### config.mk
export PLATFORM = sky130hd
export DESIGN_NAME = uds_fault_table_responder_core
export DESIGN_NICKNAME = d
export VERILOG_FILES = /design/src/rtl/core/ufr_pkg.sv /design/src/rtl/core/ufr_ctrl.sv /design/src/rtl/core/ufr_dp.sv /design/src/rtl/core/uds_fault_table_responder_core.sv
export VERILOG_INCLUDE_DIRS = /design/src /design/src/rtl/core
export SDC_FILE = /design/constraint.sdc
export NUM_CORES = 1
export LEC_CHECK = 0
export BUFFER_PORTS_ARGS = -buffer_cell sky130_fd_sc_hd__buf_2
export CORE_MARGIN = 2
export CORE_UTILIZATION = 25
export CTS_CLUSTER_DIAMETER = 80
export CTS_CLUSTER_SIZE = 40
export DETAILED_ROUTE_END_ITERATION = 7
export MAX_ROUTING_LAYER = met4
export SYNTH_ARGS = -nofsm -noshare
export SYNTH_HDL_FRONTEND = slang
export SYNTH_SLANG_ARGS = --single-unit
### constraint.sdc
create_clock -name clk -period 2.1 [get_ports clk]
set_input_delay 0.525 -clock clk [delete_from_list [all_inputs] [get_ports clk]]
set_output_delay 0.525 -clock clk [all_outputs]
set_load 0.01 [all_outputs]
### src/rtl/core/uds_fault_table_responder_core_macros.svh
// Assertion macros shared by the fault table responder RTL.
`ifndef UDS_FAULT_TABLE_RESPONDER_CORE_MACROS_SVH
`define UDS_FAULT_TABLE_RESPONDER_CORE_MACROS_SVH

// Consequent checked in the same cycle as the antecedent
`define UFR_ASSERT_SAME(lbl, ante, cons, msg) \
  lbl: assert property (@(posedge clk) disable iff (!rst_n) (ante) |-> (cons)) \
    else $error(msg);

// Consequent checked in the cycle after the antecedent
`define UFR_ASSERT_NEXT(lbl, ante, cons, msg) \
  lbl: assert property (@(posedge clk) disable iff (!rst_n) (ante) |=> (cons)) \
    else $error(msg);

// Consequent checked after the antecedent, later than in UFR_ASSERT_NEXT
`define UFR_ASSERT_LATER(lbl, ante, cons, msg) \
  lbl: assert property (@(posedge clk) disable iff (!rst_n) (ante) |=> ##1 (cons)) \
    else $error(msg);

`endif

### src/rtl/core/ufr_pkg.sv
// Package: constants, field layout and controller/datapath interface types.
`timescale 1ns / 1ps
package ufr_pkg;

  // Table size and response limits
  localparam int NUM_FAULTS  = 5;
  localparam int MAX_RESULTS = 16;
  localparam int MAX_TRIPLES = (MAX_RESULTS - 1) / 3;
  localparam int PTR_W       = (NUM_FAULTS > 1) ? $clog2(NUM_FAULTS) : 1;
  localparam int TRIP_W      = $clog2(MAX_TRIPLES + 1);

  // Field widths and tdata layout
  localparam int CMD_W       = 2;
  localparam int IDX_W       = 3;
  localparam int LEN_W       = 2;
  localparam int BYTE_W      = 8;
  localparam int IN_TDATA_W  = 24;
  localparam int OUT_TDATA_W = 8;
  localparam int IDX_LSB     = 0;
  localparam int LEN_LSB     = IDX_LSB + IDX_W;
  localparam int SID_LSB     = LEN_LSB + LEN_W;
  localparam int SUB_LSB     = SID_LSB + BYTE_W;

  // Command codes
  localparam logic [CMD_W-1:0] CMD_RECORD  = 2'd0;
  localparam logic [CMD_W-1:0] CMD_CLEAR   = 2'd1;
  localparam logic [CMD_W-1:0] CMD_REQUEST = 2'd2;

  // Service identifiers and response bytes
  localparam logic [BYTE_W-1:0] SID_SESSION       = 8'h10;
  localparam logic [BYTE_W-1:0] SID_READ_DTC      = 8'h19;
  localparam logic [BYTE_W-1:0] SID_CLEAR_DTC     = 8'h14;
  localparam logic [BYTE_W-1:0] RSP_SESSION       = 8'h50;
  localparam logic [BYTE_W-1:0] RSP_READ_DTC      = 8'h59;
  localparam logic [BYTE_W-1:0] RSP_CLEAR_DTC     = 8'h54;
  localparam logic [BYTE_W-1:0] NEG_RESPONSE      = 8'h7F;
  localparam logic [BYTE_W-1:0] NRC_NOT_SUPPORTED = 8'h11;
  localparam logic [BYTE_W-1:0] NRC_BAD_LENGTH    = 8'h13;
  localparam logic [BYTE_W-1:0] STATUS_ACTIVE     = 8'h01;
  localparam logic [15:0]       FAULT_CODE_BASE   = 16'hC001;

  // Byte positions inside a message or a fault triple
  localparam logic [1:0] POS_FIRST  = 2'd0;
  localparam logic [1:0] POS_SECOND = 2'd1;
  localparam logic [1:0] POS_THIRD  = 2'd2;

  // Controller to datapath commands
  typedef struct packed {
    logic flag_set;
    logic flag_clr;
    logic capture;
    logic emit_msg;
    logic emit_trip;
  } dp_cmd_t;

  // Datapath to controller status
  typedef struct packed {
    logic out_free;
    logic msg_last;
    logic dtc_more;
    logic trip_end;
    logic trip_more;
  } dp_sts_t;

endpackage

### src/rtl/core/ufr_ctrl.sv
// Controller: sequences item acceptance and response byte emission.
`timescale 1ns / 1ps
module ufr_ctrl (
  input  logic                    clk,
  input  logic                    rst_n,
  input  logic                    in_tvalid,
  output logic                    in_tready,
  input  logic [ufr_pkg::CMD_W-1:0] in_command,
  input  logic                    in_len_nz,
  input  ufr_pkg::dp_sts_t        sts,
  output ufr_pkg::dp_cmd_t        cmd
);
  import ufr_pkg::*;

  typedef enum logic [1:0] {S_IDLE, S_MSG, S_TRIP} state_t;

  state_t state_r, state_nxt;
  logic   accept;

  assign in_tready = (state_r == S_IDLE);
  assign accept    = in_tvalid && in_tready;

  // Next state and datapath commands
  always_comb begin
    state_nxt = state_r;
    cmd       = '0;
    case (state_r)
      S_IDLE: begin
        if (accept) begin
          case (in_command)
            CMD_RECORD: cmd.flag_set = 1'b1;
            CMD_CLEAR:  cmd.flag_clr = 1'b1;
            CMD_REQUEST: begin
              if (in_len_nz) begin
                cmd.capture = 1'b1;
                state_nxt   = S_MSG;
              end
            end
            default: ;
          endcase
        end
      end
      S_MSG: begin
        if (sts.out_free) begin
          cmd.emit_msg = 1'b1;
          if (sts.msg_last) begin
            state_nxt = sts.dtc_more ? S_TRIP : S_IDLE;
          end
        end
      end
      S_TRIP: begin
        if (sts.out_free) begin
          cmd.emit_trip = 1'b1;
          if (sts.trip_end && !sts.trip_more) begin
            state_nxt = S_IDLE;
          end
        end
      end
      default: state_nxt = S_IDLE;
    endcase
  end

  // State register
  always_ff @(posedge clk) begin
    if (!rst_n) begin
      state_r <= S_IDLE;
    end else begin
      state_r <= state_nxt;
    end
  end

endmodule

### src/rtl/core/ufr_dp.sv
// Datapath: fault flags, captured request, response byte generation, output register.
`timescale 1ns / 1ps
module ufr_dp (
  input  logic                          clk,
  input  logic                          rst_n,
  input  ufr_pkg::dp_cmd_t              cmd,
  input  logic [ufr_pkg::IDX_W-1:0]     fault_index,
  input  logic [ufr_pkg::LEN_W-1:0]     request_length,
  input  logic [ufr_pkg::BYTE_W-1:0]    service_id,
  input  logic [ufr_pkg::BYTE_W-1:0]    sub_function,
  input  logic                          out_tready,
  output logic                          out_tvalid,
  output logic [ufr_pkg::BYTE_W-1:0]    response_byte,
  output logic                          last_byte,
  output ufr_pkg::dp_sts_t              sts
);
  import ufr_pkg::*;

  // Lowest active fault at or above start; result is {hit, index}
  function automatic logic [PTR_W:0] find_from(input logic [NUM_FAULTS-1:0] flags,
                                               input int start);
    logic             hit;
    logic [PTR_W-1:0] idx;
    hit = 1'b0;
    idx = '0;
    for (int i = NUM_FAULTS - 1; i >= 0; i--) begin
      if (flags[i] && (i >= start)) begin
        hit = 1'b1;
        idx = PTR_W'(i);
      end
    end
    return {hit, idx};
  endfunction

  logic [NUM_FAULTS-1:0] flags_r;
  logic [BYTE_W-1:0]     sid_r, sub_r;
  logic                  has_sub_r;
  logic [1:0]            pos_r;
  logic [PTR_W-1:0]      ptr_r;
  logic [TRIP_W-1:0]     trip_r;
  logic                  out_valid_r, out_last_r;
  logic [BYTE_W-1:0]     out_byte_r;

  logic [PTR_W:0]        first_fa, after_fa;
  logic                  is_session, is_dtc, is_clear, is_neg;
  logic [1:0]            msg_last_pos;
  logic [BYTE_W-1:0]     msg_byte, trip_byte;
  logic [15:0]           code;
  logic                  emit;

  // Service decode of the captured request
  assign is_session = (sid_r == SID_SESSION);
  assign is_dtc     = (sid_r == SID_READ_DTC);
  assign is_clear   = (sid_r == SID_CLEAR_DTC);
  assign is_neg     = !(is_session && has_sub_r) && !is_dtc && !is_clear;

  // Active fault search: from the table start, and past the current pointer
  assign first_fa = find_from(flags_r, 0);
  assign after_fa = find_from(flags_r, int'(ptr_r) + 1);

  // Fixed message bytes
  always_comb begin
    if (is_dtc || is_clear) begin
      msg_last_pos = POS_FIRST;
    end else if (is_session && has_sub_r) begin
      msg_last_pos = POS_SECOND;
    end else begin
      msg_last_pos = POS_THIRD;
    end
    case (pos_r)
      POS_FIRST: begin
        if (is_neg) begin
          msg_byte = NEG_RESPONSE;
        end else if (is_session) begin
          msg_byte = RSP_SESSION;
        end else if (is_dtc) begin
          msg_byte = RSP_READ_DTC;
        end else begin
          msg_byte = RSP_CLEAR_DTC;
        end
      end
      POS_SECOND: msg_byte = is_neg ? sid_r : sub_r;
      default:    msg_byte = is_session ? NRC_BAD_LENGTH : NRC_NOT_SUPPORTED;
    endcase
  end

  // Fault triple bytes: code high, code low, status
  assign code = FAULT_CODE_BASE + 16'(ptr_r);
  always_comb begin
    case (pos_r)
      POS_FIRST:  trip_byte = code[15:8];
      POS_SECOND: trip_byte = code[7:0];
      default:    trip_byte = STATUS_ACTIVE;
    endcase
  end

  // Status to the controller
  assign sts.out_free  = !out_valid_r || out_tready;
  assign sts.msg_last  = (pos_r == msg_last_pos);
  assign sts.dtc_more  = is_dtc && first_fa[PTR_W];
  assign sts.trip_end  = (pos_r == POS_THIRD);
  assign sts.trip_more = after_fa[PTR_W] && ((int'(trip_r) + 1) < MAX_TRIPLES);

  assign emit = cmd.emit_msg || cmd.emit_trip;

  // Fault flags and output valid
  always_ff @(posedge clk) begin
    if (!rst_n) begin
      flags_r     <= '0;
      out_valid_r <= 1'b0;
    end else begin
      for (int i = 0; i < NUM_FAULTS; i++) begin
        if (cmd.flag_set && (fault_index == IDX_W'(i))) begin
          flags_r[i] <= 1'b1;
        end
        if (cmd.flag_clr && (fault_index == IDX_W'(i))) begin
          flags_r[i] <= 1'b0;
        end
      end
      if (cmd.capture && (service_id == SID_CLEAR_DTC)) begin
        flags_r <= '0;
      end
      if (emit) begin
        out_valid_r <= 1'b1;
      end else if (out_tready) begin
        out_valid_r <= 1'b0;
      end
    end
  end

  // Request capture, sequencing counters and output payload
  always_ff @(posedge clk) begin
    if (cmd.capture) begin
      sid_r     <= service_id;
      sub_r     <= sub_function;
      has_sub_r <= request_length[1];
      pos_r     <= POS_FIRST;
      trip_r    <= '0;
    end
    if (cmd.emit_msg) begin
      out_byte_r <= msg_byte;
      out_last_r <= sts.msg_last && !sts.dtc_more;
      if (sts.msg_last) begin
        pos_r <= POS_FIRST;
        ptr_r <= first_fa[PTR_W-1:0];
      end else begin
        pos_r <= pos_r + 2'd1;
      end
    end
    if (cmd.emit_trip) begin
      out_byte_r <= trip_byte;
      out_last_r <= sts.trip_end && !sts.trip_more;
      if (sts.trip_end) begin
        pos_r  <= POS_FIRST;
        ptr_r  <= after_fa[PTR_W-1:0];
        trip_r <= trip_r + TRIP_W'(1);
      end else begin
        pos_r <= pos_r + 2'd1;
      end
    end
  end

  assign out_tvalid    = out_valid_r;
  assign response_byte = out_byte_r;
  assign last_byte     = out_last_r;

endmodule

### src/rtl/core/uds_fault_table_responder_core.sv
// Record and clear items update the fault flags register on acceptance, with no result.
// A request is captured, then its response bytes are loaded into the output register,
// one per cycle unless the output stalls. Throughput: record/clear one beat a cycle; a
// request of nonzero length holds the input closed until its 1 to 16 bytes are loaded.
// Reset (rst_n low, synchronous): all fault flags cleared, controller idle, no output.
`timescale 1ns / 1ps
`include "uds_fault_table_responder_core_macros.svh"
module uds_fault_table_responder_core (
  input  logic                            clk,
  input  logic                            rst_n,
  input  logic                            in_tvalid,
  output logic                            in_tready,
  // [2:0] fault_index, [4:3] request_length, [12:5] service_id, [20:13] sub_function
  input  logic [ufr_pkg::IN_TDATA_W-1:0]  in_tdata,
  // [1:0] command
  input  logic [ufr_pkg::CMD_W-1:0]       in_tuser,
  output logic                            out_tvalid,
  input  logic                            out_tready,
  // [7:0] response_byte
  output logic [ufr_pkg::OUT_TDATA_W-1:0] out_tdata,
  // last_byte
  output logic                            out_tlast
);
  import ufr_pkg::*;

  dp_cmd_t            cmd;
  dp_sts_t            sts;
  logic [IDX_W-1:0]   fault_index;
  logic [LEN_W-1:0]   request_length;
  logic [BYTE_W-1:0]  service_id, sub_function;
  logic               req_accept;

  // Input beat field split
  assign fault_index    = in_tdata[IDX_LSB +: IDX_W];
  assign request_length = in_tdata[LEN_LSB +: LEN_W];
  assign service_id     = in_tdata[SID_LSB +: BYTE_W];
  assign sub_function   = in_tdata[SUB_LSB +: BYTE_W];

  ufr_ctrl u_ctrl (
    .clk        (clk),
    .rst_n      (rst_n),
    .in_tvalid  (in_tvalid),
    .in_tready  (in_tready),
    .in_command (in_tuser),
    .in_len_nz  (|request_length),
    .sts        (sts),
    .cmd        (cmd)
  );

  ufr_dp u_dp (
    .clk            (clk),
    .rst_n          (rst_n),
    .cmd            (cmd),
    .fault_index    (fault_index),
    .request_length (request_length),
    .service_id     (service_id),
    .sub_function   (sub_function),
    .out_tready     (out_tready),
    .out_tvalid     (out_tvalid),
    .response_byte  (out_tdata),
    .last_byte      (out_tlast),
    .sts            (sts)
  );

  // Checks
  assign req_accept = in_tvalid && in_tready && (in_tuser == CMD_REQUEST) &&
                      (request_length != '0);

  `UFR_ASSERT_NEXT(a_req_closes_input, req_accept, !in_tready, "input open during response")
  `UFR_ASSERT_LATER(a_req_gives_beat, req_accept, out_tvalid, "no response beat after request")
  `UFR_ASSERT_SAME(a_midmsg_busy, out_tvalid && !out_tlast, !in_tready, "input open mid response")

endmodule

# Word level (Yosys, flattened, before mapping)
# Cells that the tools add are included.
# classes
addsub	5
order_cmp	6
n_eq_ne	22
n_mux	65
bitwise	1
reduce_logical	47
# op_table
op	n
greater-or-equal comparator 3 x 32 -> 1 bit, first input constant	2
two-way mux 3 bit	19
two-way mux 8 bit	5
equality test 8 x 5 -> 1 bit, second input constant	4
greater-or-equal comparator 1 x 32 -> 1 bit, first input constant	1
greater-or-equal comparator 2 x 32 -> 1 bit, first input constant	1
greater-or-equal comparator 4 x 32 -> 1 bit, first input constant	1
less-than comparator 32 x 4 -> 1 bit, second input constant	1
two-way mux 2 bit	16
case mux 8 bit (2 select lines)	2
logical AND 1 bit	24
two-way mux 1 bit	21
adder 15 x 4 -> 16 bit, first input constant	1
OR reduction 3 bit	5
inequality test 2 bit, second input constant	5
adder 3 x 1 -> 4 bit, second input constant	2
AND reduction 7 bit	1
equality test 2 x 1 -> 1 bit, second input constant	3
equality test 2 bit, second input constant	3
equality test 3 x 2 -> 1 bit, second input constant	2
logical NOT 1 bit	6
logical NOT 2 bit	3
case mux 2 bit (3 select lines)	1
two-way mux 4 bit	1
12 further kinds	16
# word_totals
register_bits	42
inputBits	30
out_inout_bits	11

# Logic depth before layout (Yosys ltp)
# Gate-level depths: netlist of the first run.
# logic_depth
depth_word	14
ltp_mapped	7
depth_no_buf	7

# Modules after synthesis
# Synthesis of the first run repeated with hierarchy kept, for this count alone.
# unflattened
hier_cells	215
area_unflattened_um2	2230.9
# modules_own_cells
module	instances	cells_each	area_each_um2	seq_area_each_um2
ufr_dp	1	193	2057.0	1081.0
ufr_ctrl	1	21	167.7	40.0
uds_fault_table_responder_core	1	1	6.3	0.0

# Worst setup path before layout of the first run
# Ideal clock, no wire load.
# synth_timing
path_type	register to register
from	register u_dp.sid_r[7]
to	register u_dp.ptr_r[2]
setup_time_ns	0.122
arrival_time_ns	1.649
required_time_ns	1.978
path_slack_ns	0.329
stages_incl_launch_ff	6
n_path_buf	0
synth_period_minus_slack_ns	1.771
path_cell_list	edfxtp_1 -> nor4b_4 -> o211ai_2 -> o21ai_1 -> o21ai_1 -> a311o_1
# synth_between
elab_chain_len	9
elab_cells_between_ends	12
cone_classes	eq/ne (4); mux (6); reduce/logical (2)
# synth_rtl
element	line	text
start: declaration	ufr_dp.sv:36	logic [BYTE_W-1:0] sid_r, sub_r;
start signal: assignment	ufr_dp.sv:134	sid_r <= service_id;
equality test 8 x 5 -> 1 bit	ufr_dp.sv:52	assign is_session = (sid_r == SID_SESSION);
logical AND 1 bit	ufr_dp.sv:65	end else if (is_session && has_sub_r) begin
two-way mux 2 bit	ufr_dp.sv:65	
two-way mux 2 bit *	ufr_dp.sv:63	if (is_dtc || is_clear) begin
equality test 2 bit *	ufr_dp.sv:99	assign sts.msg_last = (pos_r == msg_last_pos);
two-way mux 3 bit *	ufr_dp.sv:143	if (sts.msg_last) begin
two-way mux 3 bit *	ufr_dp.sv:140	if (cmd.emit_msg) begin
two-way mux 3 bit	ufr_dp.sv:153	if (sts.trip_end) begin
two-way mux 3 bit *	ufr_dp.sv:150	if (cmd.emit_trip) begin
end signal: assignment	ufr_dp.sv:145	ptr_r <= first_fa[PTR_W-1:0];
end signal: assignment	ufr_dp.sv:155	ptr_r <= after_fa[PTR_W-1:0];
end: declaration	ufr_dp.sv:39	logic [PTR_W-1:0] ptr_r;
# Every way passes the cells marked *; elsewhere a longest branch is shown, timed or not.
# A chain may end at the register's enable or synchronous reset.

# Worst setup path in the final report of the first run
# layout_timing
from	register u_dp.ptr_r[0]
to	register u_dp.out_last_r, in the netlist u_dp.last_byte, data pin
# layout_between
elab_chain_len	12
elab_cells_between_ends	20
cone_classes	add/sub (1); order compare (5); mux (6); reduce/logical (8)
# layout_rtl
element	line	text
adder 3 x 1 -> 4 bit *	ufr_dp.sv:59	assign after_fa = find_from(flags_r, int'(ptr_r) + 1);
greater-or-equal comparator 4 x 32 -> 1 bit	ufr_dp.sv:27	if (flags[i] && (i >= start)) begin
logical AND 1 bit	ufr_dp.sv:27	
two-way mux 1 bit (4 in series)	ufr_dp.sv:27	
two-way mux 1 bit *	ufr_dp.sv:27	
logical AND 1 bit *	ufr_dp.sv:102	assign sts.trip_more = after_fa[PTR_W] && ((int'(trip_r) + 1) < MAX_TRIPLES);
logical NOT 1 bit *	ufr_dp.sv:152	out_last_r <= sts.trip_end && !sts.trip_more;
logical AND 1 bit *	ufr_dp.sv:152	
two-way mux 1 bit *	ufr_dp.sv:150	
end signal: assignment	ufr_dp.sv:142	out_last_r <= sts.msg_last && !sts.dtc_more;
end signal: assignment	ufr_dp.sv:152	
end: declaration	ufr_dp.sv:41	logic out_valid_r, out_last_r;
# Marked as above.

==> results of run 1 <==
## cell families after synthesis
logic type / count (synthesis) / share of synthesized area, %
AOI/OAI and AO/OA: 69 / 20.5
xor gates and xnor gates: 1 / 0.387
adders and majority gates: 8 / 4.42
buffers and inverters: 18 / 3.04
DFF: 42 / 49.5
muxes: 5 / 2.21
and+or+nand+nor: 79 / 19.9
## sequential cells by signal, summed over array words and instances, names as in the netlist
register            cells
u_dp.response_byte      8
u_dp.sid_r              8
u_dp.sub_r              8
u_dp.flags_r            5
u_dp.ptr_r              3
u_dp.trip_r             3
u_ctrl.state_r          2
u_dp.pos_r              2
u_dp.has_sub_r          1
u_dp.last_byte          1
u_dp.out_tvalid         1
## area by class of cell
type	count	area (um2)	area share [%]
multi-input cells	162	1080	38.9
clock inverters	2	33.8	1.22
flip-flops and latches	42	1120	40.5
repair buffers	50	283	10.2
well taps	108	135	4.88
clock buffers	5	68.8	2.49
inverters	13	48.8	1.76
## power groups by stage
| stage | clock network (mW) | registers, mW | logic (mW) |
|---|---|---|---|
| after floorplan | 0 | 0.937 | 0.0772 |
| after global placement | 0 | 0.940 | 0.139 |
| after detailed placement | 0 | 0.940 | 0.141 |
| after CTS | 0.635 | 0.921 | 0.142 |
| after global routing | 0.668 | 0.924 | 0.160 |
| final | 0.615 | 0.921 | 0.143 |
## synth_stat cells, types with 4 or more instances
cell type	n	area [um2]
sky130_fd_sc_hd__dfxtp_1	14	280
sky130_fd_sc_hd__nand2b_1	5	31.3
sky130_fd_sc_hd__edfxtp_1	28	841
sky130_fd_sc_hd__o21ai_1	4	20.0
sky130_fd_sc_hd__ha_1	8	100
sky130_fd_sc_hd__a21oi_1	14	70.1
sky130_fd_sc_hd__nor3b_1	4	30.0
sky130_fd_sc_hd__clkbuf_1	4	15.0
sky130_fd_sc_hd__nand2_1	15	56.3
sky130_fd_sc_hd__o21ai_0	17	85.1
sky130_fd_sc_hd__mux2i_1	5	50.1
sky130_fd_sc_hd__nor2_1	18	67.6
sky130_fd_sc_hd__nand3_1	9	45.0
sky130_fd_sc_hd__inv_1	13	48.8
sky130_fd_sc_hd__nor2b_1	6	37.5
sky130_fd_sc_hd__nor4b_1	4	35.0
## critical path, delay by kind of cell, from the launching register on
family / cells / cell delay [ns]
AO/OA/AOI/OAI: 4 / 0.91
flip-flops: 1 / 0.45
adder cells (fa/ha/maj): 1 / 0.26
## stage by stage
stage          hold slack, ns  setup WS (ns)  power [mW]
4_1_cts                 0.398          0.134        1.70
3_3_place_gp            0.462          0.181        1.08
3_5_place_dp            0.469          0.154        1.08
2_1_floorplan           0.440          0.329        1.01
6_report                0.405          0.214        1.68
5_1_grt                 0.394         0.0854        1.75
## what timing repair did
action                                 4_1_cts  5_1_grt
endpoints found under the hold margin        0        0
setup endpoints to repair                    0        5
buffers inserted                             0        2
resized for setup                            0        0
## worst max path at each step
stage / slack (ns) / cells after the start / from / end
global placement: 0.18 / 5 / u_dp.sid_r[7]$_DFFE_PP_ / u_dp.response_byte[3]$_DFFE_PP_
floorplan: 0.33 / 5 / u_dp.sid_r[7]$_DFFE_PP_ / u_dp.ptr_r[2]$_DFF_P_
finish: 0.21 / 5 / u_dp.ptr_r[0]$_DFF_P_ / u_dp.last_byte$_DFFE_PP_
CTS: 0.13 / 5 / u_dp.sid_r[7]$_DFFE_PP_ / u_dp.response_byte[3]$_DFFE_PP_
detailed placement: 0.15 / 5 / u_dp.sid_r[7]$_DFFE_PP_ / u_dp.response_byte[3]$_DFFE_PP_
global route: 0.09 / 7 / u_dp.ptr_r[0]$_DFF_P_ / u_dp.ptr_r[2]$_DFF_P_
## metal layers
| layer | global-route usage [%] | share of wire [%] |
|---|---|---|
| met1 | 15.6 | 50 |
| met2 | 17.9 | 44 |
| met3 | 1.62 | 4.7 |
| met4 | 3.16 | 1.2 |
| met5 | - | 0 |
==> impl_metrics.xml, run 1 <==
<?xml version="1.0" encoding="UTF-8"?>
<metrics>
  <group name="route">
    <metric name="wire_per_inst" unit="um">13.9</metric>
    <metric name="drt_first_iter_violations" unit="">135</metric>
    <metric name="postRouteWirelength" unit="um">5310</metric>
    <metric name="vias" unit="">1912</metric>
    <metric name="route.antenna.remaining_nets" unit="">0</metric>
    <metric name="drc_errors" unit="">0</metric>
    <metric name="routed_via_density" unit="">5.01</metric>
    <metric name="first_pass_iters" unit="">4</metric>
  </group>
  <group name="power_and_ir_drop">
    <metric name="power.combinational.fraction" unit="%">8.5</metric>
    <metric name="power_switching_share" unit="%">21.9</metric>
    <metric name="p_leak" unit="nW">1.04</metric>
    <metric name="switching_power" unit="mW">0.367</metric>
    <metric name="sequential_group_share_of_total_power" unit="%">54.9</metric>
    <metric name="powerDensity" unit="nW/um2">607</metric>
    <metric name="vdd.ir_drop.worst" unit="mV">0.315</metric>
    <metric name="internal_power" unit="mW">1.31</metric>
    <metric name="share_clk_of_total_power" unit="%">36.6</metric>
  </group>
  <group name="clocking">
    <metric name="max-clock-path-buffers" unit="">2</metric>
    <metric name="hold_buffers" unit="">0</metric>
    <metric name="cts.root.buffer_cell" unit="">sky130_fd_sc_hd__clkbuf_8</metric>
    <metric name="cts_num_sinks" unit="">42</metric>
    <metric name="tritoncts" unit="">built</metric>
    <metric name="worstSkewPairLatency" unit="ns">0.29</metric>
    <metric name="worst_setup_hold_path_clk_slew" unit="ns">0.08</metric>
    <metric name="htree_levels" unit="">2</metric>
    <metric name="tritoncts.num_buffers" unit="">5</metric>
  </group>
  <group name="place">
    <metric name="gp_routability_congestion" unit="">0.829</metric>
    <metric name="numPortBuffers" unit="">37</metric>
    <metric name="placed_area" unit="um2">2650</metric>
    <metric name="dp_cells" unit="">373</metric>
    <metric name="dp.final_hpwl" unit="um">4150</metric>
  </group>
  <group name="global_route">
    <metric name="antenna_found_initial" unit="">0</metric>
    <metric name="pin_count_of_the_biggest_net_entering_global_routing" unit="">18</metric>
    <metric name="globalRoute.totalOverflow" unit="">0</metric>
    <metric name="wire_length_of_the_first_global_routing_pass" unit="um">8940</metric>
    <metric name="first_global_vias" unit="">1874</metric>
    <metric name="groute.usage.overall" unit="%">11.4</metric>
  </group>
  <group name="die">
    <metric name="die_w" unit="um">99.2</metric>
    <metric name="die_y" unit="um">99.2</metric>
    <metric name="die-area" unit="um2">9840</metric>
    <metric name="initial_core_util" unit="%">25.9</metric>
    <metric name="floorplan.io_pins" unit="">41</metric>
    <metric name="floorplan.core_area" unit="um2">8760</metric>
    <metric name="floorplan.rows" unit="">34</metric>
  </group>
  <group name="sta">
    <metric name="layout_min_cycle_time" unit="ns">1.89</metric>
    <metric name="tightest_slew" unit="ns">0.376</metric>
    <metric name="tns" unit="ns">0</metric>
    <metric name="slew_violations" unit="">0</metric>
    <metric name="achievable-frequency" unit="MHz">530</metric>
    <metric name="timing.slew.headroom" unit="%">74.6</metric>
    <metric name="setup_violations" unit="">0</metric>
    <metric name="timing.final.crit_share" unit="%">89.8</metric>
    <metric name="finalHoldViolations" unit="">0</metric>
    <metric name="rsz_0062_raised_after_global_routing" unit="">no</metric>
    <metric name="timing.clock.skew" unit="ns">0.00763</metric>
  </group>
  <group name="worst_setup_path">
    <metric name="timing.rr.end" unit="">u_dp.last_byte$_DFFE_PP_</metric>
    <metric name="cp_launch_type" unit="">register</metric>
    <metric name="endpoint_kind" unit="">register</metric>
    <metric name="regToRegSetupSlack" unit="ns">0.21</metric>
    <metric name="worst_r2r_startpoint" unit="">u_dp.ptr_r[0]$_DFF_P_</metric>
    <metric name="criticalPathCategory" unit="">register to register</metric>
    <metric name="r2r_cells" unit="">5</metric>
    <metric name="maximum_single_stage_delay_on_the_critical_path" unit="ns">0.45</metric>
    <metric name="critPathRequiredTime" unit="ns">2.13</metric>
    <metric name="critical_path.max_fanout" unit="">7</metric>
    <metric name="crit_chain" unit="">ha_1 -&gt; a21bo_2 -&gt; a221o_1 -&gt; a31oi_1 -&gt; o22ai_1</metric>
    <metric name="worst-endpoint-arrival" unit="ns">1.91</metric>
    <metric name="cell_with_the_largest_stage_delay_on_the_worst_path" unit="">sky130_fd_sc_hd__dfxtp_1</metric>
  </group>
  <group name="synth">
    <metric name="ys.flop_type" unit="">sky130_fd_sc_hd__edfxtp_1</metric>
    <metric name="synth.ff_latch_count" unit="">42</metric>
    <metric name="synth_area_per_cell" unit="um2">10.2</metric>
    <metric name="synth.net_count" unit="">260</metric>
    <metric name="synth_warnings" unit="">0</metric>
    <metric name="asyncSetResetFlopFracSynth" unit="%">0</metric>
    <metric name="synth_sequential_area_ratio" unit="%">49.5</metric>
    <metric name="number_of_synthesized_flops_with_an_enable_pin" unit="">28</metric>
    <metric name="netlist-cell-type-count" unit="">53</metric>
    <metric name="post_synth_inst_count" unit="">222</metric>
    <metric name="mappedNetlistArea" unit="um2">2270</metric>
  </group>
  <group name="finish">
    <metric name="fill_cells" unit="">918</metric>
    <metric name="layout-area-overhead-vs-synth" unit="%">22.1</metric>
    <metric name="most_frequent_cells_in_the_layout" unit="">sky130_fd_sc_hd__buf_2 (37), sky130_fd_sc_hd__edfxtp_1 (28), sky130_fd_sc_hd__nor2_1 (18)</metric>
    <metric name="net_count_reported_at_finish" unit="">312</metric>
    <metric name="layout-drive-gt1-share" unit="%">23.0</metric>
    <metric name="layout_cell_area_excl_fill" unit="um2">2770</metric>
    <metric name="final_util" unit="%">31.6</metric>
    <metric name="layout.cells.non_filler" unit="">382</metric>
    <metric name="layout_commonest_cell" unit="">sky130_fd_sc_hd__buf_2</metric>
    <metric name="antenna-diode-count" unit="">0</metric>
  </group>
  <group name="job">
    <metric name="maxCapViolations" unit="">0</metric>
  </group>
  <group name="outcome">
    <metric name="outcome" unit="">complete, no violations</metric>
  </group>
  <group name="hold_path">
    <metric name="hold-path-endpoint" unit="">u_dp.sub_r[7]$_DFFE_PP_</metric>
    <metric name="whs_path_depth" unit="">1</metric>
    <metric name="worst_hold_startpoint" unit="">in_tdata[20]</metric>
    <metric name="hp-class" unit="">input port to register</metric>
  </group>
</metrics>
(Power assumes the default switching activity.)
==> inputs of run 2 (changes only) <==
--- a/config.mk
+++ b/config.mk
@@ -9,5 +9,5 @@
 export BUFFER_PORTS_ARGS = -buffer_cell sky130_fd_sc_hd__buf_2
 export CORE_MARGIN = 2
-export CORE_UTILIZATION = 25
+export CORE_UTILIZATION = 35
 export CTS_CLUSTER_DIAMETER = 80
 export CTS_CLUSTER_SIZE = 40
==> constraint.sdc (replaced) <==
create_clock -name clk -period 2.1 [get_ports clk]
set_input_delay 0.21 -clock clk [delete_from_list [all_inputs] [get_ports clk]]
set_output_delay 0.21 -clock clk [all_outputs]
set_load 0.01 [all_outputs]
==> impl_metrics.xml, run 2 (same netlist as run 1, synthesis figures left out) <==
<?xml version="1.0" encoding="UTF-8"?>
<metrics>
  <group name="outcome">
    <metric name="outcome" unit="">complete, no violations</metric>
  </group>
  <group name="clocking">
    <metric name="tritoncts" unit="">built</metric>
    <metric name="htree_levels" unit="">2</metric>
    <metric name="tritoncts.num_buffers" unit="">5</metric>
    <metric name="cts_num_sinks" unit="">42</metric>
    <metric name="worstSkewPairLatency" unit="ns">0.30</metric>
    <metric name="hold_buffers" unit="">0</metric>
    <metric name="max-clock-path-buffers" unit="">2</metric>
    <metric name="cts.root.buffer_cell" unit="">sky130_fd_sc_hd__clkbuf_8</metric>
    <metric name="worst_setup_hold_path_clk_slew" unit="ns">0.08</metric>
  </group>
  <group name="sta">
    <metric name="timing.slew.headroom" unit="%">71.6</metric>
    <metric name="tightest_slew" unit="ns">0.426</metric>
    <metric name="setup_violations" unit="">0</metric>
    <metric name="timing.final.crit_share" unit="%">93.2</metric>
    <metric name="slew_violations" unit="">0</metric>
    <metric name="layout_min_cycle_time" unit="ns">1.96</metric>
    <metric name="timing.clock.skew" unit="ns">0.00258</metric>
    <metric name="final.setup.worst_slack" unit="ns">0.143</metric>
    <metric name="tns" unit="ns">0</metric>
    <metric name="finalHoldViolations" unit="">0</metric>
    <metric name="rsz_0062_raised_after_global_routing" unit="">no</metric>
    <metric name="achievable-frequency" unit="MHz">511</metric>
  </group>
  <group name="global_route">
    <metric name="wire_length_of_the_first_global_routing_pass" unit="um">8140</metric>
    <metric name="pin_count_of_the_biggest_net_entering_global_routing" unit="">18</metric>
    <metric name="first_global_vias" unit="">1700</metric>
    <metric name="globalRoute.totalOverflow" unit="">0</metric>
    <metric name="antenna_found_initial" unit="">0</metric>
    <metric name="groute.usage.overall" unit="%">14.8</metric>
  </group>
  <group name="power_and_ir_drop">
    <metric name="powerDensity" unit="nW/um2">584</metric>
    <metric name="p_leak" unit="nW">1.02</metric>
    <metric name="share_clk_of_total_power" unit="%">32.6</metric>
    <metric name="power.combinational.fraction" unit="%">8.9</metric>
    <metric name="sequential_group_share_of_total_power" unit="%">58.5</metric>
    <metric name="switching_power" unit="mW">0.379</metric>
    <metric name="power_switching_share" unit="%">24.1</metric>
    <metric name="vdd.ir_drop.worst" unit="mV">0.368</metric>
    <metric name="p_total" unit="mW">1.57</metric>
    <metric name="internal_power" unit="mW">1.19</metric>
  </group>
  <group name="worst_setup_path">
    <metric name="maximum_single_stage_delay_on_the_critical_path" unit="ns">0.42</metric>
    <metric name="critPathRequiredTime" unit="ns">2.30</metric>
    <metric name="criticalPathCategory" unit="">register to register</metric>
    <metric name="worst_path_depth" unit="">6</metric>
    <metric name="cell_with_the_largest_stage_delay_on_the_worst_path" unit="">sky130_fd_sc_hd__edfxtp_1</metric>
    <metric name="crit_chain" unit="">nor4b_4 -&gt; buf_4 -&gt; and2b_1 -&gt; a21boi_1 -&gt; o21ai_1 -&gt; a311o_1</metric>
    <metric name="worst_r2r_startpoint" unit="">u_dp.sid_r[4]$_DFFE_PP_</metric>
    <metric name="buffer_and_inverter_count_on_the_worst_path" unit="">1</metric>
    <metric name="worst_setup_path_startpoint" unit="">u_dp.sid_r[4]$_DFFE_PP_</metric>
    <metric name="cp_launch_type" unit="">register</metric>
    <metric name="regToRegSetupSlack" unit="ns">0.14</metric>
    <metric name="endpoint_kind" unit="">register</metric>
    <metric name="timing.rr.end" unit="">u_dp.ptr_r[2]$_DFF_P_</metric>
    <metric name="cp-endpoint" unit="">u_dp.ptr_r[2]$_DFF_P_</metric>
    <metric name="r2r_cells" unit="">6</metric>
    <metric name="critical_path.max_fanout" unit="">7</metric>
    <metric name="worst-endpoint-arrival" unit="ns">2.15</metric>
    <metric name="cp_top_family" unit="">compound AO/OA/AOI/OAI gates</metric>
  </group>
  <group name="die">
    <metric name="initial_core_util" unit="%">35.9</metric>
    <metric name="floorplan.rows" unit="">29</metric>
    <metric name="die_y" unit="um">84.5</metric>
    <metric name="die_w" unit="um">84.5</metric>
    <metric name="floorplan.io_pins" unit="">41</metric>
    <metric name="die-area" unit="um2">7130</metric>
    <metric name="floorplan.core_area" unit="um2">6310</metric>
  </group>
  <group name="finish">
    <metric name="layout-drive-gt1-share" unit="%">22.7</metric>
    <metric name="fill_cells" unit="">656</metric>
    <metric name="layout_commonest_cell" unit="">sky130_fd_sc_hd__buf_2</metric>
    <metric name="most_frequent_cells_in_the_layout" unit="">sky130_fd_sc_hd__buf_2 (37), sky130_fd_sc_hd__edfxtp_1 (28), sky130_fd_sc_hd__nor2_1 (18)</metric>
    <metric name="net_count_reported_at_finish" unit="">310</metric>
    <metric name="layout-area-overhead-vs-synth" unit="%">18.9</metric>
    <metric name="antenna-diode-count" unit="">0</metric>
  </group>
  <group name="route">
    <metric name="drc_errors" unit="">0</metric>
    <metric name="first_pass_iters" unit="">4</metric>
    <metric name="routed_via_density" unit="">5.33</metric>
    <metric name="postRouteWirelength" unit="um">4990</metric>
    <metric name="route.antenna.remaining_nets" unit="">0</metric>
    <metric name="drt_first_iter_violations" unit="">105</metric>
    <metric name="vias" unit="">1867</metric>
    <metric name="wire_per_inst" unit="um">14.3</metric>
  </group>
  <group name="hold_path">
    <metric name="hp-class" unit="">input port to register</metric>
  </group>
  <group name="place">
    <metric name="numPortBuffers" unit="">37</metric>
    <metric name="gp_routability_congestion" unit="">0.945</metric>
    <metric name="dp.final_hpwl" unit="um">3910</metric>
    <metric name="pre_cts_slack" unit="ns">0.180</metric>
  </group>
  <group name="job">
    <metric name="maxCapViolations" unit="">0</metric>
  </group>
</metrics>
[run 2: cell types whose count changed in the layout (fill, tap and decap cells not counted), sizes merged]
cell / before / now
clkinv: 1 / 2
clkinvlp: 0 / 1
bufinv: 1 / 0
buf: 50 / 48
[run 2: worst min path at each step]
stage	startpoint	endpoint	slack [ns]	depth (start not counted)
finish	in_tdata[13]	u_dp.sub_r[0]$_DFFE_PP_	0.08	1
CTS	in_tdata[17]	u_dp.sub_r[4]$_DFFE_PP_	0.07	1
global route	in_tdata[13]	u_dp.sub_r[0]$_DFFE_PP_	0.07	1
global placement	in_tdata[14]	u_dp.sub_r[1]$_DFFE_PP_	0.39	1
detailed placement	in_tdata[17]	u_dp.sub_r[4]$_DFFE_PP_	0.39	1
floorplan	in_tdata[4]	u_dp.has_sub_r$_DFFE_PP_	0.31	0
[run 2: final cells by class]
cell class	count	area (um2)	area share [%]
sequential	42	1120	41.6
clock inverter	3	16.3	0.604
clock buffer	5	68.8	2.55
tap	77	96.3	3.57
timing repair buffer	48	268	9.94
multi-input combinational	162	1080	39.9
inverter	13	48.8	1.81
[run 2: timing repair]
| action | in CTS | in global routing |
|---|---|---|
| buffers inserted | 0 | 1 |
| endpoints found under the setup margin | 0 | 2 |
| gates resized for setup | 0 | 0 |
[run 2: per-layer routing]
layer | wire (um) | share of wire (%) | GRT usage [%] | up-vias
li1 | - | - | - | 949
met1 | 2380 | 48 | 19.9 | 849
met2 | 2210 | 44 | 21.7 | 64
met3 | 328 | 6.6 | 3.34 | 5
met4 | 68 | 1.4 | 5.63 | 0
met5 | 0 | 0 | - | -
[run 2: power groups by stage]
| stage | Combinational, mW | Clock (mW) | Sequential, mW |
|---|---|---|---|
| after floorplan | 0.0772 | 0 | 0.937 |
| after global placement | 0.138 | 0 | 0.939 |
| after detailed placement | 0.139 | 0 | 0.940 |
| after CTS | 0.140 | 0.524 | 0.920 |
| after global routing | 0.156 | 0.547 | 0.924 |
| final | 0.139 | 0.513 | 0.921 |
[run 2: stage by stage]
step	hold slack [ns]	instance area, um2	cells	util, %
3_5_place_dp	0.388	2600	341	41.2
3_3_place_gp	0.387	2600	341	41.2
6_report	0.0782	2700	350	42.7
2_1_floorplan	0.309	2270	222	-
4_1_cts	0.0715	2690	349	42.6
5_1_grt	0.0716	2700	350	42.7
==> inputs of run 3 (changes only) <==
Settings changed: PLACE_DENSITY from default to 0.55.
==> impl_metrics.xml, run 3 (same netlist as run 1, synthesis figures left out) <==
<?xml version="1.0" encoding="UTF-8"?>
<metrics>
  <group name="clocking">
    <metric name="postCtsResizedCells" unit="">0</metric>
    <metric name="cts_setup_buffers" unit="">0</metric>
    <metric name="cts_num_sinks" unit="">42</metric>
    <metric name="tritoncts" unit="">built</metric>
    <metric name="tritoncts.num_buffers" unit="">5</metric>
    <metric name="cts.root.buffer_cell" unit="">sky130_fd_sc_hd__clkbuf_8</metric>
    <metric name="max-clock-path-buffers" unit="">2</metric>
    <metric name="htree_levels" unit="">2</metric>
    <metric name="worst_setup_hold_path_clk_slew" unit="ns">0.08</metric>
    <metric name="worstSkewPairLatency" unit="ns">0.29</metric>
    <metric name="hold_buffers" unit="">0</metric>
  </group>
  <group name="sta">
    <metric name="timing.slew.headroom" unit="%">74.1</metric>
    <metric name="layout_min_cycle_time" unit="ns">1.88</metric>
    <metric name="finalHoldViolations" unit="">0</metric>
    <metric name="timing.final.crit_share" unit="%">89.6</metric>
    <metric name="rsz_0062_raised_after_global_routing" unit="">no</metric>
    <metric name="setup_violations" unit="">0</metric>
    <metric name="slew_violations" unit="">0</metric>
    <metric name="achievable-frequency" unit="MHz">531</metric>
    <metric name="timing.clock.skew" unit="ns">0.00506</metric>
    <metric name="tns" unit="ns">0</metric>
    <metric name="tightest_slew" unit="ns">0.388</metric>
  </group>
  <group name="route">
    <metric name="drt_first_iter_violations" unit="">112</metric>
    <metric name="wire_per_inst" unit="um">14.3</metric>
    <metric name="vias" unit="">1831</metric>
    <metric name="first_pass_iters" unit="">4</metric>
    <metric name="drc_errors" unit="">0</metric>
    <metric name="postRouteWirelength" unit="um">5010</metric>
    <metric name="routed_via_density" unit="">5.23</metric>
    <metric name="route.antenna.remaining_nets" unit="">0</metric>
  </group>
  <group name="global_route">
    <metric name="groute.usage.overall" unit="%">15.4</metric>
    <metric name="pin_count_of_the_biggest_net_entering_global_routing" unit="">18</metric>
    <metric name="first_global_vias" unit="">1752</metric>
    <metric name="wire_length_of_the_first_global_routing_pass" unit="um">8480</metric>
    <metric name="globalRoute.totalOverflow" unit="">0</metric>
    <metric name="antenna_found_initial" unit="">0</metric>
  </group>
  <group name="job">
    <metric name="maxCapViolations" unit="">0</metric>
  </group>
  <group name="power_and_ir_drop">
    <metric name="sequential_group_share_of_total_power" unit="%">58.7</metric>
    <metric name="power.combinational.fraction" unit="%">9.0</metric>
    <metric name="internal_power" unit="mW">1.20</metric>
    <metric name="power_switching_share" unit="%">23.3</metric>
    <metric name="powerDensity" unit="nW/um2">581</metric>
    <metric name="switching_power" unit="mW">0.365</metric>
    <metric name="vdd.ir_drop.worst" unit="mV">0.374</metric>
    <metric name="share_clk_of_total_power" unit="%">32.3</metric>
    <metric name="p_leak" unit="nW">1.02</metric>
  </group>
  <group name="finish">
    <metric name="layout_cell_area_excl_fill" unit="um2">2700</metric>
    <metric name="most_frequent_cells_in_the_layout" unit="">sky130_fd_sc_hd__buf_2 (37), sky130_fd_sc_hd__edfxtp_1 (28), sky130_fd_sc_hd__nor2_1 (18)</metric>
    <metric name="antenna-diode-count" unit="">0</metric>
    <metric name="fill_cells" unit="">650</metric>
    <metric name="layout-drive-gt1-share" unit="%">22.7</metric>
    <metric name="layout.cells.non_filler" unit="">350</metric>
    <metric name="layout_commonest_cell" unit="">sky130_fd_sc_hd__buf_2</metric>
    <metric name="net_count_reported_at_finish" unit="">310</metric>
    <metric name="layout-area-overhead-vs-synth" unit="%">19.0</metric>
  </group>
  <group name="place">
    <metric name="dp.final_hpwl" unit="um">3920</metric>
    <metric name="placed_area" unit="um2">2610</metric>
    <metric name="dp_cells" unit="">342</metric>
    <metric name="gp_routability_congestion" unit="">0.790</metric>
    <metric name="numPortBuffers" unit="">37</metric>
  </group>
  <group name="worst_setup_path">
    <metric name="worst-endpoint-arrival" unit="ns">2.12</metric>
    <metric name="criticalPathCategory" unit="">register to register</metric>
    <metric name="critical_path.max_fanout" unit="">8</metric>
    <metric name="endpoint_kind" unit="">register</metric>
    <metric name="cell_with_the_largest_stage_delay_on_the_worst_path" unit="">sky130_fd_sc_hd__edfxtp_1</metric>
    <metric name="maximum_single_stage_delay_on_the_critical_path" unit="ns">0.50</metric>
    <metric name="cp_launch_type" unit="">register</metric>
    <metric name="crit_chain" unit="">nor4b_1 -&gt; o211ai_2 -&gt; o21a_1 -&gt; a2111oi_2 -&gt; a311o_1</metric>
    <metric name="critPathRequiredTime" unit="ns">2.34</metric>
  </group>
  <group name="outcome">
    <metric name="outcome" unit="">complete, no violations</metric>
  </group>
  <group name="die">
    <metric name="die_w" unit="um">84.5</metric>
    <metric name="floorplan.io_pins" unit="">41</metric>
    <metric name="die-area" unit="um2">7130</metric>
    <metric name="floorplan.core_area" unit="um2">6310</metric>
    <metric name="floorplan.rows" unit="">29</metric>
    <metric name="initial_core_util" unit="%">35.9</metric>
    <metric name="die_y" unit="um">84.5</metric>
  </group>
  <group name="hold_path">
    <metric name="hp-class" unit="">input port to register</metric>
  </group>
</metrics>
-- run 3: changes by cell type in the layout (fill, tap and decap cells not counted) --
cell	previous run	this run
sky130_fd_sc_hd__clkinvlp_4	1	0
sky130_fd_sc_hd__clkinv_1	1	0
sky130_fd_sc_hd__clkbuf_1	0	1
sky130_fd_sc_hd__clkinv_4	0	1
-- run 3: metal layers --
metal / up-vias / wire length, um / global-route usage, %
li1: 951 / - / -
met1: 815 / 2520 / 22.0
met2: 57 / 2170 / 21.2
met3: 8 / 229 / 3.74
met4: 0 / 95 / 5.63
met5: - / 0 / -
-- run 3: area by class of cell --
type                       count  area [um2]  area share [%]
clock buffer                   6        72.6            2.69
clock inverter                 2        13.8           0.510
inverter                      13        48.8            1.81
multi-input combinational    162        1080            39.9
sequential                    42        1120            41.6
tap                           77        96.3            3.57
timing repair buffer          48         268            9.93
-- run 3: power by group through the flow --
stage / combinational (mW) / sequential [mW] / clock [mW]
after floorplan: 0.0772 / 0.937 / 0
after global placement: 0.140 / 0.939 / 0
after detailed placement: 0.140 / 0.939 / 0
after CTS: 0.141 / 0.920 / 0.530
after global routing: 0.158 / 0.923 / 0.568
final: 0.141 / 0.920 / 0.506
-- run 3: final timing paths --
check | start | end | slack, ns | depth (start not counted)
worst max-delay path | u_dp.sid_r[0]$_DFFE_PP_ | u_dp.ptr_r[2]$_DFF_P_ | 0.22 | 5
worst min-delay path | in_tdata[17] | u_dp.sub_r[4]$_DFFE_PP_ | 0.09 | 1
worst min register to register | u_dp.trip_r[2]$_DFF_P_ | u_dp.trip_r[2]$_DFF_P_ | 0.47 | 1
worst max register to register | u_dp.sid_r[0]$_DFFE_PP_ | u_dp.ptr_r[2]$_DFF_P_ | 0.22 | 5
-- run 3: worst max-delay path, delay by kind of cell (launching register included) --
family | cells | cell delay [ns]
AND/OR/NAND/NOR | 1 | 0.42
AO/OA/AOI/OAI | 4 | 0.92
flip-flops | 1 | 0.50
-- run 3: through the flow --
stage               total power, mW  util, %  worst slack, ns  hold WS [ns]
global route                   1.65     42.7           0.0582        0.0699
global placement               1.08     41.3            0.267         0.386
CTS                            1.59     42.7            0.239        0.0782
floorplan                      1.01        -            0.329         0.309
finish                         1.57     42.7            0.217        0.0888
detailed placement             1.08     41.3            0.253         0.388
